--- config.mk ---
export PLATFORM = sky130hd
export DESIGN_NAME = alarm_clock_controller_top
export DESIGN_NICKNAME = d
export VERILOG_FILES = /design/src/hw/rtl/acc_pkg.sv /design/src/hw/rtl/acc_ctrl.sv /design/src/hw/rtl/acc_disp.sv /design/src/hw/rtl/alarm_clock_controller_top.sv
export SDC_FILE = /design/constraint.sdc
export NUM_CORES = 1
export LEC_CHECK = 0
export BUFFER_PORTS_ARGS = -buffer_cell sky130_fd_sc_hd__buf_2
export CORE_ASPECT_RATIO = 0.7
export CORE_MARGIN = 1
export CORE_UTILIZATION = 35
export CTS_BUF_LIST = sky130_fd_sc_hd__clkbuf_16
export CTS_CLUSTER_SIZE = 16
export DETAILED_ROUTE_END_ITERATION = 8
export RECOVER_POWER = 50
export SLEW_MARGIN = 25
export SYNTH_ARGS = -nofsm -noshare
export SYNTH_HDL_FRONTEND = slang
export SYNTH_SLANG_ARGS = --single-unit
--- constraint.sdc ---
create_clock -name clk -period 4.2 [get_ports clk]
set_clock_uncertainty 0.05 [all_clocks]
set_input_delay 1.26 -clock clk [delete_from_list [all_inputs] [get_ports clk]]
set_output_delay 1.26 -clock clk [all_outputs]
set_load 0.05 [all_outputs]
--- src/hw/rtl/acc_pkg.sv ---
`default_nettype none
package acc_pkg;

  localparam int unsigned HOUR_W   = 5;
  localparam int unsigned MINUTE_W = 6;
  localparam int unsigned DAY_W    = 5;
  localparam int unsigned PHASE_W  = 3;
  localparam int unsigned CFG_IDX_W  = 2;
  localparam int unsigned CFG_DATA_W = 6;

  localparam logic [HOUR_W-1:0]   HOUR_LAST    = 5'd23;
  localparam logic [MINUTE_W-1:0] MINUTE_LAST  = 6'd59;
  localparam logic [HOUR_W-1:0]   HOUR_NONE    = 5'd24;
  localparam logic [MINUTE_W-1:0] MINUTE_NONE  = 6'd60;
  localparam logic [DAY_W-1:0]    DAY_NONE     = 5'd0;
  localparam logic [MINUTE_W-1:0] HOURLY_RESET = 6'd10;
  localparam logic [HOUR_W-1:0]   DAILY_RESET  = 5'd8;

  localparam logic [CFG_IDX_W-1:0] CFG_HOURLY_MINUTE = 2'd0;
  localparam logic [CFG_IDX_W-1:0] CFG_DAILY_HOUR    = 2'd1;

  typedef struct packed {
    logic [HOUR_W-1:0]   cur_hour;
    logic [MINUTE_W-1:0] cur_minute;
    logic [DAY_W-1:0]    cur_day;
    logic                edit_pressed;
    logic                confirm_pressed;
    logic                start_set;
  } item_t;

  typedef struct packed {
    logic [HOUR_W-1:0]   show_hour;
    logic [MINUTE_W-1:0] show_minute;
    logic                showing_alarm;
    logic                alarm_fire;
    logic                hourly_fire;
    logic                daily_fire;
    logic [PHASE_W-1:0]  set_phase;
  } res_t;

  typedef struct packed {
    logic [1:0]          hour_tens;
    logic [3:0]          hour_ones;
    logic [2:0]          minute_tens;
    logic [3:0]          minute_ones;
    logic                showing_alarm;
    logic                alarm_fire;
    logic                hourly_fire;
    logic                daily_fire;
    logic [PHASE_W-1:0]  set_phase;
  } out_t;

endpackage
`default_nettype wire

--- src/hw/rtl/acc_ctrl.sv ---
`default_nettype none
module acc_ctrl (
  input  wire logic                             clk,
  input  wire logic                             rst_n,
  input  wire logic                             step,
  input  wire acc_pkg::item_t                   item,
  input  wire logic                             cfg_we,
  input  wire logic [acc_pkg::CFG_IDX_W-1:0]    cfg_index,
  input  wire logic [acc_pkg::CFG_DATA_W-1:0]   cfg_data,
  output acc_pkg::res_t                         res
);

  typedef enum logic [7:0] {
    PH_IDLE      = 8'b0000_0001,
    PH_REL_HOUR  = 8'b0000_0010,
    PH_EDIT_HOUR = 8'b0000_0100,
    PH_HELD_HOUR = 8'b0000_1000,
    PH_REL_MIN   = 8'b0001_0000,
    PH_EDIT_MIN  = 8'b0010_0000,
    PH_HELD_MIN  = 8'b0100_0000,
    PH_REL_EXIT  = 8'b1000_0000
  } phase_t;

  phase_t                           phase_r, phase_nxt;
  logic [acc_pkg::MINUTE_W-1:0]     hourly_min_r;
  logic [acc_pkg::HOUR_W-1:0]       daily_hour_r;
  logic [acc_pkg::HOUR_W-1:0]       alarm_hour_r, alarm_hour_nxt;
  logic [acc_pkg::MINUTE_W-1:0]     alarm_minute_r, alarm_minute_nxt;
  logic [acc_pkg::HOUR_W-1:0]       fired_alarm_hour_r, fired_alarm_hour_nxt;
  logic [acc_pkg::MINUTE_W-1:0]     fired_alarm_minute_r, fired_alarm_minute_nxt;
  logic [acc_pkg::HOUR_W-1:0]       fired_hourly_hour_r, fired_hourly_hour_nxt;
  logic [acc_pkg::DAY_W-1:0]        fired_daily_day_r, fired_daily_day_nxt;
  logic                             a_fire, h_fire, d_fire;

  function automatic logic [acc_pkg::PHASE_W-1:0] phase_code(input phase_t ph);
    logic [acc_pkg::PHASE_W-1:0] code;
    unique case (ph)
      PH_IDLE:      code = 3'd0;
      PH_REL_HOUR:  code = 3'd1;
      PH_EDIT_HOUR: code = 3'd2;
      PH_HELD_HOUR: code = 3'd3;
      PH_REL_MIN:   code = 3'd4;
      PH_EDIT_MIN:  code = 3'd5;
      PH_HELD_MIN:  code = 3'd6;
      PH_REL_EXIT:  code = 3'd7;
      default:      code = 3'd0;
    endcase
    return code;
  endfunction

  always_comb begin
    phase_nxt              = phase_r;
    alarm_hour_nxt         = alarm_hour_r;
    alarm_minute_nxt       = alarm_minute_r;
    fired_alarm_hour_nxt   = fired_alarm_hour_r;
    fired_alarm_minute_nxt = fired_alarm_minute_r;
    fired_hourly_hour_nxt  = fired_hourly_hour_r;
    fired_daily_day_nxt    = fired_daily_day_r;
    a_fire = 1'b0;
    h_fire = 1'b0;
    d_fire = 1'b0;
    unique case (phase_r)
      PH_IDLE: begin
        if (item.start_set) begin
          phase_nxt = PH_REL_HOUR;
        end else begin
          if (alarm_hour_r == item.cur_hour && alarm_minute_r == item.cur_minute &&
              (fired_alarm_hour_r != item.cur_hour ||
               fired_alarm_minute_r != item.cur_minute)) begin
            a_fire                 = 1'b1;
            fired_alarm_hour_nxt   = item.cur_hour;
            fired_alarm_minute_nxt = item.cur_minute;
          end
          if (item.cur_minute == hourly_min_r && fired_hourly_hour_r != item.cur_hour) begin
            h_fire                = 1'b1;
            fired_hourly_hour_nxt = item.cur_hour;
          end
          if (item.cur_hour == daily_hour_r && fired_daily_day_r != item.cur_day) begin
            d_fire              = 1'b1;
            fired_daily_day_nxt = item.cur_day;
          end
        end
      end
      PH_REL_HOUR: begin
        if (!item.confirm_pressed) phase_nxt = PH_EDIT_HOUR;
      end
      PH_EDIT_HOUR: begin
        if (item.confirm_pressed) begin
          phase_nxt = PH_REL_MIN;
        end else if (item.edit_pressed) begin
          alarm_hour_nxt = (alarm_hour_r >= acc_pkg::HOUR_LAST) ? '0 :
                           alarm_hour_r + 5'd1;
          phase_nxt = PH_HELD_HOUR;
        end
      end
      PH_HELD_HOUR: begin
        if (!item.edit_pressed) phase_nxt = PH_EDIT_HOUR;
      end
      PH_REL_MIN: begin
        if (!item.confirm_pressed) phase_nxt = PH_EDIT_MIN;
      end
      PH_EDIT_MIN: begin
        if (item.confirm_pressed) begin
          phase_nxt = PH_REL_EXIT;
        end else if (item.edit_pressed) begin
          alarm_minute_nxt = (alarm_minute_r >= acc_pkg::MINUTE_LAST) ? '0 :
                             alarm_minute_r + 6'd1;
          phase_nxt = PH_HELD_MIN;
        end
      end
      PH_HELD_MIN: begin
        if (!item.edit_pressed) phase_nxt = PH_EDIT_MIN;
      end
      PH_REL_EXIT: begin
        if (!item.confirm_pressed) begin
          phase_nxt              = PH_IDLE;
          fired_alarm_hour_nxt   = acc_pkg::HOUR_NONE;
          fired_alarm_minute_nxt = acc_pkg::MINUTE_NONE;
        end
      end
      default: phase_nxt = PH_IDLE;
    endcase
  end

  always_comb begin
    res.showing_alarm = (phase_nxt != PH_IDLE);
    res.show_hour     = res.showing_alarm ? alarm_hour_nxt : item.cur_hour;
    res.show_minute   = res.showing_alarm ? alarm_minute_nxt : item.cur_minute;
    res.alarm_fire    = a_fire;
    res.hourly_fire   = h_fire;
    res.daily_fire    = d_fire;
    res.set_phase     = phase_code(phase_nxt);
  end

  always_ff @(posedge clk) begin
    if (!rst_n) begin
      phase_r              <= PH_IDLE;
      alarm_hour_r         <= '0;
      alarm_minute_r       <= '0;
      fired_alarm_hour_r   <= acc_pkg::HOUR_NONE;
      fired_alarm_minute_r <= acc_pkg::MINUTE_NONE;
      fired_hourly_hour_r  <= acc_pkg::HOUR_NONE;
      fired_daily_day_r    <= acc_pkg::DAY_NONE;
    end else if (step) begin
      phase_r              <= phase_nxt;
      alarm_hour_r         <= alarm_hour_nxt;
      alarm_minute_r       <= alarm_minute_nxt;
      fired_alarm_hour_r   <= fired_alarm_hour_nxt;
      fired_alarm_minute_r <= fired_alarm_minute_nxt;
      fired_hourly_hour_r  <= fired_hourly_hour_nxt;
      fired_daily_day_r    <= fired_daily_day_nxt;
    end
  end

  always_ff @(posedge clk) begin
    if (!rst_n) begin
      hourly_min_r <= acc_pkg::HOURLY_RESET;
      daily_hour_r <= acc_pkg::DAILY_RESET;
    end else if (cfg_we) begin
      if (cfg_index == acc_pkg::CFG_HOURLY_MINUTE) begin
        hourly_min_r <= cfg_data;
      end else if (cfg_index == acc_pkg::CFG_DAILY_HOUR) begin
        daily_hour_r <= cfg_data[acc_pkg::HOUR_W-1:0];
      end
    end
  end

  // pulses only come out of a sample that starts and stays idle
  a_pulse_idle: assert property (@(posedge clk) disable iff (!rst_n)
    (res.alarm_fire || res.hourly_fire || res.daily_fire) |->
      (phase_r == PH_IDLE && phase_nxt == PH_IDLE))
    else $error("pulse outside idle");

  a_alarm_hour_range: assert property (@(posedge clk) disable iff (!rst_n)
    alarm_hour_r <= acc_pkg::HOUR_LAST)
    else $error("alarm hour out of range");

  a_alarm_minute_range: assert property (@(posedge clk) disable iff (!rst_n)
    alarm_minute_r <= acc_pkg::MINUTE_LAST)
    else $error("alarm minute out of range");

  a_alarm_latch: assert property (@(posedge clk) disable iff (!rst_n)
    (step && res.alarm_fire) |=>
      (fired_alarm_hour_r == $past(item.cur_hour) &&
       fired_alarm_minute_r == $past(item.cur_minute)))
    else $error("alarm latch not taken");

  a_exit_clears: assert property (@(posedge clk) disable iff (!rst_n)
    (step && phase_r == PH_REL_EXIT && !item.confirm_pressed) |=>
      (fired_alarm_hour_r == acc_pkg::HOUR_NONE &&
       fired_alarm_minute_r == acc_pkg::MINUTE_NONE))
    else $error("alarm latch not cleared on exit");

endmodule
`default_nettype wire

--- src/hw/rtl/acc_disp.sv ---
`default_nettype none
module acc_disp (
  input  wire acc_pkg::res_t res,
  output acc_pkg::out_t      disp
);

  function automatic logic [5:0] split_hour(input logic [acc_pkg::HOUR_W-1:0] h);
    logic [1:0] tens;
    logic [3:0] ones;
    if (h >= 5'd30) begin
      tens = 2'd3;
      ones = 4'(h - 5'd30);
    end else if (h >= 5'd20) begin
      tens = 2'd2;
      ones = 4'(h - 5'd20);
    end else if (h >= 5'd10) begin
      tens = 2'd1;
      ones = 4'(h - 5'd10);
    end else begin
      tens = 2'd0;
      ones = 4'(h);
    end
    return {tens, ones};
  endfunction

  function automatic logic [6:0] split_minute(input logic [acc_pkg::MINUTE_W-1:0] m);
    logic [2:0] tens;
    logic [3:0] ones;
    priority if (m >= 6'd60) begin
      tens = 3'd6;
      ones = 4'(m - 6'd60);
    end else if (m >= 6'd50) begin
      tens = 3'd5;
      ones = 4'(m - 6'd50);
    end else if (m >= 6'd40) begin
      tens = 3'd4;
      ones = 4'(m - 6'd40);
    end else if (m >= 6'd30) begin
      tens = 3'd3;
      ones = 4'(m - 6'd30);
    end else if (m >= 6'd20) begin
      tens = 3'd2;
      ones = 4'(m - 6'd20);
    end else if (m >= 6'd10) begin
      tens = 3'd1;
      ones = 4'(m - 6'd10);
    end else begin
      tens = 3'd0;
      ones = 4'(m);
    end
    return {tens, ones};
  endfunction

  always_comb begin
    {disp.hour_tens, disp.hour_ones}     = split_hour(res.show_hour);
    {disp.minute_tens, disp.minute_ones} = split_minute(res.show_minute);
    disp.showing_alarm = res.showing_alarm;
    disp.alarm_fire    = res.alarm_fire;
    disp.hourly_fire   = res.hourly_fire;
    disp.daily_fire    = res.daily_fire;
    disp.set_phase     = res.set_phase;
  end

endmodule
`default_nettype wire

--- src/hw/rtl/alarm_clock_controller_top.sv ---
// path: an item is registered at the input, then its result at the output
// throughput: one item per cycle unless out_stall holds the output, set by
//   the input and result registers around the single mode and pulse step
// reset: synchronous active-low rst_n clears both valid flags, the mode, the
//   alarm and fired latches, and loads the trigger registers with 10 and 8
`default_nettype none
module alarm_clock_controller_top (
  input  wire logic                            clk,
  input  wire logic                            rst_n,
  input  wire logic                            in_valid,
  output logic                                 in_stall,
  input  wire logic [acc_pkg::HOUR_W-1:0]      in_cur_hour,
  input  wire logic [acc_pkg::MINUTE_W-1:0]    in_cur_minute,
  input  wire logic [acc_pkg::DAY_W-1:0]       in_cur_day,
  input  wire logic                            in_edit_pressed,
  input  wire logic                            in_confirm_pressed,
  input  wire logic                            in_start_set,
  output logic                                 out_valid,
  input  wire logic                            out_stall,
  output logic [1:0]                           out_hour_tens,
  output logic [3:0]                           out_hour_ones,
  output logic [2:0]                           out_minute_tens,
  output logic [3:0]                           out_minute_ones,
  output logic                                 out_showing_alarm,
  output logic                                 out_alarm_fire,
  output logic                                 out_hourly_fire,
  output logic                                 out_daily_fire,
  output logic [acc_pkg::PHASE_W-1:0]          out_set_phase,
  input  wire logic                            cfg_we,
  input  wire logic [acc_pkg::CFG_IDX_W-1:0]   cfg_index,
  input  wire logic [acc_pkg::CFG_DATA_W-1:0]  cfg_data
);

  logic            in_valid_r;
  acc_pkg::item_t  in_item_r;
  logic            out_valid_r;
  acc_pkg::out_t   out_r;
  acc_pkg::res_t   res;
  acc_pkg::out_t   disp;
  logic            adv_out;
  logic            step;

  assign adv_out  = !out_valid_r || !out_stall;
  assign step     = in_valid_r && adv_out;
  assign in_stall = in_valid_r && !adv_out;

  always_ff @(posedge clk) begin
    if (!rst_n) begin
      in_valid_r  <= 1'b0;
      out_valid_r <= 1'b0;
    end else begin
      if (!in_stall) in_valid_r <= in_valid;
      if (adv_out) out_valid_r <= in_valid_r;
    end
  end

  always_ff @(posedge clk) begin
    if (in_valid && !in_stall) begin
      in_item_r.cur_hour        <= in_cur_hour;
      in_item_r.cur_minute      <= in_cur_minute;
      in_item_r.cur_day         <= in_cur_day;
      in_item_r.edit_pressed    <= in_edit_pressed;
      in_item_r.confirm_pressed <= in_confirm_pressed;
      in_item_r.start_set       <= in_start_set;
    end
    if (step) out_r <= disp;
  end

  acc_ctrl u_ctrl (
    .clk       (clk),
    .rst_n     (rst_n),
    .step      (step),
    .item      (in_item_r),
    .cfg_we    (cfg_we),
    .cfg_index (cfg_index),
    .cfg_data  (cfg_data),
    .res       (res)
  );

  acc_disp u_disp (
    .res  (res),
    .disp (disp)
  );

  assign out_valid         = out_valid_r;
  assign out_hour_tens     = out_r.hour_tens;
  assign out_hour_ones     = out_r.hour_ones;
  assign out_minute_tens   = out_r.minute_tens;
  assign out_minute_ones   = out_r.minute_ones;
  assign out_showing_alarm = out_r.showing_alarm;
  assign out_alarm_fire    = out_r.alarm_fire;
  assign out_hourly_fire   = out_r.hourly_fire;
  assign out_daily_fire    = out_r.daily_fire;
  assign out_set_phase     = out_r.set_phase;

endmodule
`default_nettype wire
# Word-level counts from Yosys, hierarchy flattened
# Index checks and enable logic that the tools add are counted.
[op_classes]
n_addsub = 11
n_lt_le_gt_ge = 11
n_eq_ne = 28
mux = 49
n_bitwise = 3
n_reduce_logical = 23
[ops]
columns = ["cell", "count"]
rows = [
  ["2-to-1 mux 8 bit", 10],
  ["one-hot mux 8 bit (8 select lines)", 1],
  ["2-to-1 mux 6 bit", 8],
  ["2-to-1 mux 5 bit", 8],
  ["2-to-1 mux 4 bit", 9],
  [">= comparator 6 bit (second input constant)", 4],
  ["subtractor 4 bit (second input constant)", 6],
  ["one-hot mux 3 bit (7 select lines)", 1],
  ["equality test 8 x 2 -> 1 bit (second input constant)", 2],
  ["equality test 8 x 3 -> 1 bit (second input constant)", 2],
  ["equality test 8 x 4 -> 1 bit (second input constant)", 2],
  ["equality test 8 x 5 -> 1 bit (second input constant)", 2],
  ["equality test 8 x 6 -> 1 bit (second input constant)", 2],
  ["equality test 8 x 7 -> 1 bit (second input constant)", 2],
  ["equality test 8 bit (second input constant)", 2],
  [">= comparator 5 bit (second input constant)", 3],
  ["!= test 5 bit", 3],
  ["equality test 6 bit", 2],
  [">= comparator 6 x 5 -> 1 bit (second input constant)", 2],
  ["one-hot mux 6 bit (2 select lines)", 1],
  ["equality test 5 bit", 2],
  ["one-hot mux 5 bit (2 select lines)", 1],
  ["equality test 8 x 1 -> 1 bit (second input constant)", 1],
  ["!= test 8 x 1 -> 1 bit (second input constant)", 1],
  ["other kinds (25)", 48],
]
[word_totals]
reg_bits = 92
inputBits = 32
output_inout_bits = 22
wordCells = 153

# Depth between registers and ports, before layout
[logic_depth]
depth_word = 13
mapped_depth = 19
depth_no_buf = 17

# By module
# Synthesis repeated with hierarchy kept, for this count alone.
[hier_totals]
cells_unflattened = 574
area_unflattened_um2 = 5601.6
[modules_own_cells]
columns = ["mod", "instances", "cells_each", "area_each_um2", "seq_area_each_um2"]
rows = [
  ["acc_ctrl", 1, 425, 3585.9, 1021.0],
  ["alarm_clock_controller_top", 1, 47, 1255.0, 1211.2],
  ["acc_disp", 1, 102, 760.7, 0.0],
]

# Least setup slack after synthesis
# No wires, ideal clock.
[synth_timing]
kind = "register to register"
from = "reg u_ctrl.phase_r[3]"
to = "reg out_r, in the netlist out_minute_ones[2], data pin"
setup_ns = 0.265
arrival_ns = 3.613
required_ns = 3.885
setup_slack_ns = 0.272
stages_incl_launch_ff = 16
path_buffers = 1
synth_period_minus_slack_ns = 3.928
cell_sequence = "dfxtp_1 > or4_1 > buf_2 > or4_4 > nor2_1 > nor2_1 > nand2_4 > inv_4 > mux2_2 > ha_1 > or4b_1 > and4b_1 > a22oi_2 > o211ai_1 > a311oi_1 > a211oi_1"
[synth_rtl]
columns = ["item", "line_no", "text"]
rows = [
  ["from (decl)", "acc_ctrl.sv:24", "phase_t phase_r, phase_nxt;"],
  ["from (signal assigned)", "acc_ctrl.sv:145", "phase_r <= phase_nxt;"],
  ["to (signal assigned)", "alarm_clock_controller_top.sv:66", "if (step) out_r <= disp;"],
  ["to (decl)", "alarm_clock_controller_top.sv:37", "acc_pkg::out_t out_r;"],
]

==> results.cfg <==
[worst_setup_path]
worst_r2r_path_depth = 15
crit_slowest_cell = or4_4
cp_max_fo = 8
end_kind = flop
crit_buf_inv = 1
timing.critical_path.cells = or4_4 > or4_4 > nor2_1 > nor2_1 > nand2_4 > inv_4 > mux2_4 > ha_1 > nand3_1 > nor3_1 > a311o_1 > a21bo_2 > a211o_1 > a31oi_1 > a211oi_1
worstSetupPathType = reg2reg
setup.worst_path.start_class = flop
reg2reg_to = out_minute_ones[2]$_DFFE_PP_
rrSetupSlack_ns = 0.25
timing.critical_path.required_ns = 4.25
wp_data_arrival_ns = 4.00
cpPeakStageDelay_ns = 0.57
critical_path.top_delay_family = simple AND/OR/NAND/NOR gates
regToRegStartpoint = u_ctrl.phase_r[5]$_SDFFE_PN0P_

[logic_synthesis]
synth_seq_area_share = 0.401
ys_seq_elements = 92
synth.net_count = 621
synth.yosys.warnings = 0
syn_std_cell_area_mm2 = 0.00557
primary_ff_master_synth = dfxtp_1
count_of_unique_library_cells_instantiated_by_yosys = 78
number_of_enable_flip_flop_cells_after_synthesis = 39
synth-async-reset-ratio = 0
syn_area_per_cell_um2 = 9.69
syn_inst = 575

[final_layout]
layout-drive-gt1-share = 0.174
layout-area-overhead-vs-synth_pct = 13.3
num_antenna_cells = 0
final_net_count = 669

[timing]
holdWs_ns = 0.454
period_minus_slack_ns = 3.95
max_freq_mhz = 253
timing.max_slew.rel_slack = -0.373
min_period_over_period = 0.940
rsz_0062_raised_after_global_routing = false
worstMarginPinSlew_ns = 2.06
setup_viol = 0
finalSetupTns_ns = 0
final_max_slew_viol_count = 54
hold_viol = 0

[routing]
route.detailed.vias_per_inst = 5.53
initialDrtViolationCount = 394
drt_first_pass_iters = 7
routed_wl_um = 14300
drtAntennaViolNets = 0
drc = 0
route.detailed.wl_per_inst_um = 17.3
routed-via-count = 4577

[floorplanning]
floorplan.die.height_um = 108
die_width_um = 153
placement_rows = 38
initial_utilization = 0.359
die_area_mm2 = 0.0164
core_region_area_mm2 = 0.0155
ioPinCount = 54

[cts]
clock_tree.root_cell = clkbuf_16
total_cts_buffers = 9
clock_tree.buffer_depth = 2
clkSlewWorstSetupHoldPaths_ns = 0.07
clk_latency_ns = 0.36
cts.htree.levels = 3
tritoncts = built
clkSinkCount = 92

[placed_design]
place_hpwl_um = 10400
port_buffers = 53
gp_routability_congestion = 0.884

[global_routing]
groute.layer.met2.usage = 0.274
initial_antenna_violation_count = 0
globalRouteMet3Util = 0.0390
busiest_layer = met2
grt_max_degree = 54
first_pass_grt_wire_length_um = 23600
gr-usage-all-layers = 0.185
overflow = 0
first_global_vias = 4412
grtUsageMet1 = 0.268

[status]
failed_checks = max-capacitance violations, max-slew violations
status = finished, violations left

[job]
number_of_max_capacitance_violations_reported = 1

[power]
power_leakage_nw = 2.47
p_per_area_mw_per_mm2 = 379
vdd.ir_drop.worst_mv = 0.191
power_w = 0.00240

[hold_path]
min_from = u_ctrl.fired_hourly_hour_r[4]$_SDFFE_PN1P_
min-delay-path-class = reg2reg
hold_end = u_ctrl.fired_hourly_hour_r[4]$_SDFFE_PN1P_
holdPathStages = 2
-- power breakdown --
part	total, W	internal [W]	switching [W]
Clock	0.000800	0.000441	0.000359
Combinational	0.000559	0.000211	0.000349
Sequential	0.00104	0.000988	0.0000474
-- timing repair --
item | 4_1_cts | 5_1_grt
pin swaps | 0 | 5
resized for setup | 2 | 6
endpoints found under the setup margin | 1 | 3
hold buffers | 0 | 0
cloned | 0 | 0
buffers inserted | 0 | 2
-- how the worst max path moves through the flow --
| stage | startpoint | end | slack (ns) | depth (start not counted) |
|---|---|---|---|---|
| 6_report | u_ctrl.phase_r[5]$_SDFFE_PN0P_ | out_minute_ones[2]$_DFFE_PP_ | 0.25 | 15 |
| 5_1_grt | u_ctrl.phase_r[5]$_SDFFE_PN0P_ | out_minute_ones[3]$_DFFE_PP_ | 0.002 | 17 |
| 4_1_cts | u_ctrl.phase_r[3]$_SDFFE_PN0P_ | out_minute_ones[3]$_DFFE_PP_ | 0.05 | 17 |
| 3_5_place_dp | u_ctrl.phase_r[3]$_SDFFE_PN0P_ | out_minute_ones[3]$_DFFE_PP_ | -0.003 | 17 |
| 3_3_place_gp | u_ctrl.phase_r[3]$_SDFFE_PN0P_ | out_minute_ones[3]$_DFFE_PP_ | 0.17 | 17 |
| 2_1_floorplan | u_ctrl.phase_r[3]$_SDFFE_PN0P_ | out_minute_ones[2]$_DFFE_PP_ | 0.27 | 15 |
-- worst register-to-register path: stages (launching register included) --
cell and delay, ns:
dfxtp_2 0.35, or4_4 0.57, or4_4 0.51, nor2_1 0.11, nor2_1 0.10, nand2_4 0.15
inv_4 0.04, mux2_4 0.35, ha_1 0.23, nand3_1 0.07, nor3_1 0.05, a311o_1 0.32
a21bo_2 0.25, a211o_1 0.28, a31oi_1 0.18, a211oi_1 0.06
-- cell families after synthesis --
| kind of cell | after synthesis | synth area share |
|---|---|---|
| AOI/OAI and AO/OA | 131 | 0.178 |
| xor gates and xnor gates | 46 | 0.0723 |
| adders and majority gates | 14 | 0.0314 |
| buffers and inverters | 57 | 0.0553 |
| DFF | 92 | 0.401 |
| muxes | 32 | 0.0609 |
| and+or+nand+nor | 203 | 0.202 |
-- state kept, by name, summed over array words and instances (netlist names), 2 cells and up --
register,cells
out_hour_tens,2
u_ctrl.alarm_minute_r,6
u_ctrl.phase_r,8
u_ctrl.fired_daily_day_r,5
u_ctrl.daily_hour_r,5
out_minute_ones,4
u_ctrl.hourly_min_r,6
out_hour_ones,4
u_ctrl.alarm_hour_r,5
u_ctrl.fired_alarm_hour_r,5
out_minute_tens,3
in_item_r,19
u_ctrl.fired_alarm_minute_r,6
u_ctrl.fired_hourly_hour_r,5
out_set_phase,3
-- per-layer routing --
layer	part of all wire	vias to the layer above	wire (um)
met5	0	-	0
met4	0.0097	0	139
met3	0.062	10	885
li1	-	2186	-
met1	0.49	2220	7040
met2	0.44	161	6230
-- cell usage after synthesis (6+ instances only) --
master,n,share of area
o21ai_0,38,0.034
a21oi_1,10,0.0090
nand3_1,20,0.018
nor3_1,16,0.014
o211a_1,10,0.018
a21boi_0,11,0.015
nand2b_1,7,0.0079
and2_1,8,0.0090
clkbuf_8,6,0.015
mux2i_1,26,0.047
xnor2_1,25,0.039
nand4_1,10,0.011
nand2_1,51,0.034
clkbuf_1,27,0.018
ha_1,14,0.031
nor2_1,28,0.019
nor4_1,8,0.0090
dfxtp_1,53,0.19
nor2b_1,19,0.021
xor2_1,21,0.033
a31oi_1,6,0.0067
inv_1,17,0.011
edfxtp_1,39,0.21
-- layout by cell type, fill, tap and decap left out, types with 5 or more instances in the layout --
cell type	instances
a211o_1	5
a21boi_0	11
a21oi_1	10
a31oi_1	6
and2_1	6
buf_2	33
buf_4	21
clkbuf_1	22
clkbuf_16	10
dfxtp_1	51
edfxtp_1	39
ha_1	14
inv_1	16
mux2i_1	26
nand2_1	51
nand2b_1	7
nand3_1	20
nand4_1	10
nor2_1	28
nor2b_1	18
nor3_1	16
nor4_1	8
o211a_1	10
o211ai_1	5
o21a_1	5
o21ai_0	38
xnor2_1	25
xor2_1	21
-- per-stage QoR --
stage | util | instance area [um2] | instances | setup WS [ns]
global placement | 0.388 | 6010 | 810 | 0.171
global route | 0.407 | 6310 | 828 | 0.00209
finish | 0.407 | 6310 | 828 | 0.250
detailed placement | 0.388 | 6010 | 810 | -0.00254
floorplan | - | 5570 | 575 | 0.272
CTS | 0.407 | 6310 | 826 | 0.0470
-- final cells by class --
class                      count  area, um2
fill                        1556       9190
multi-input combinational    426       3060
sequential                    92       2230
timing repair buffer          76        405
clock buffer                  10        250
tap                          200        250
inverter                      18       70.1
clock inverter                 6       41.3
Power figures use the tool's default switching activity.
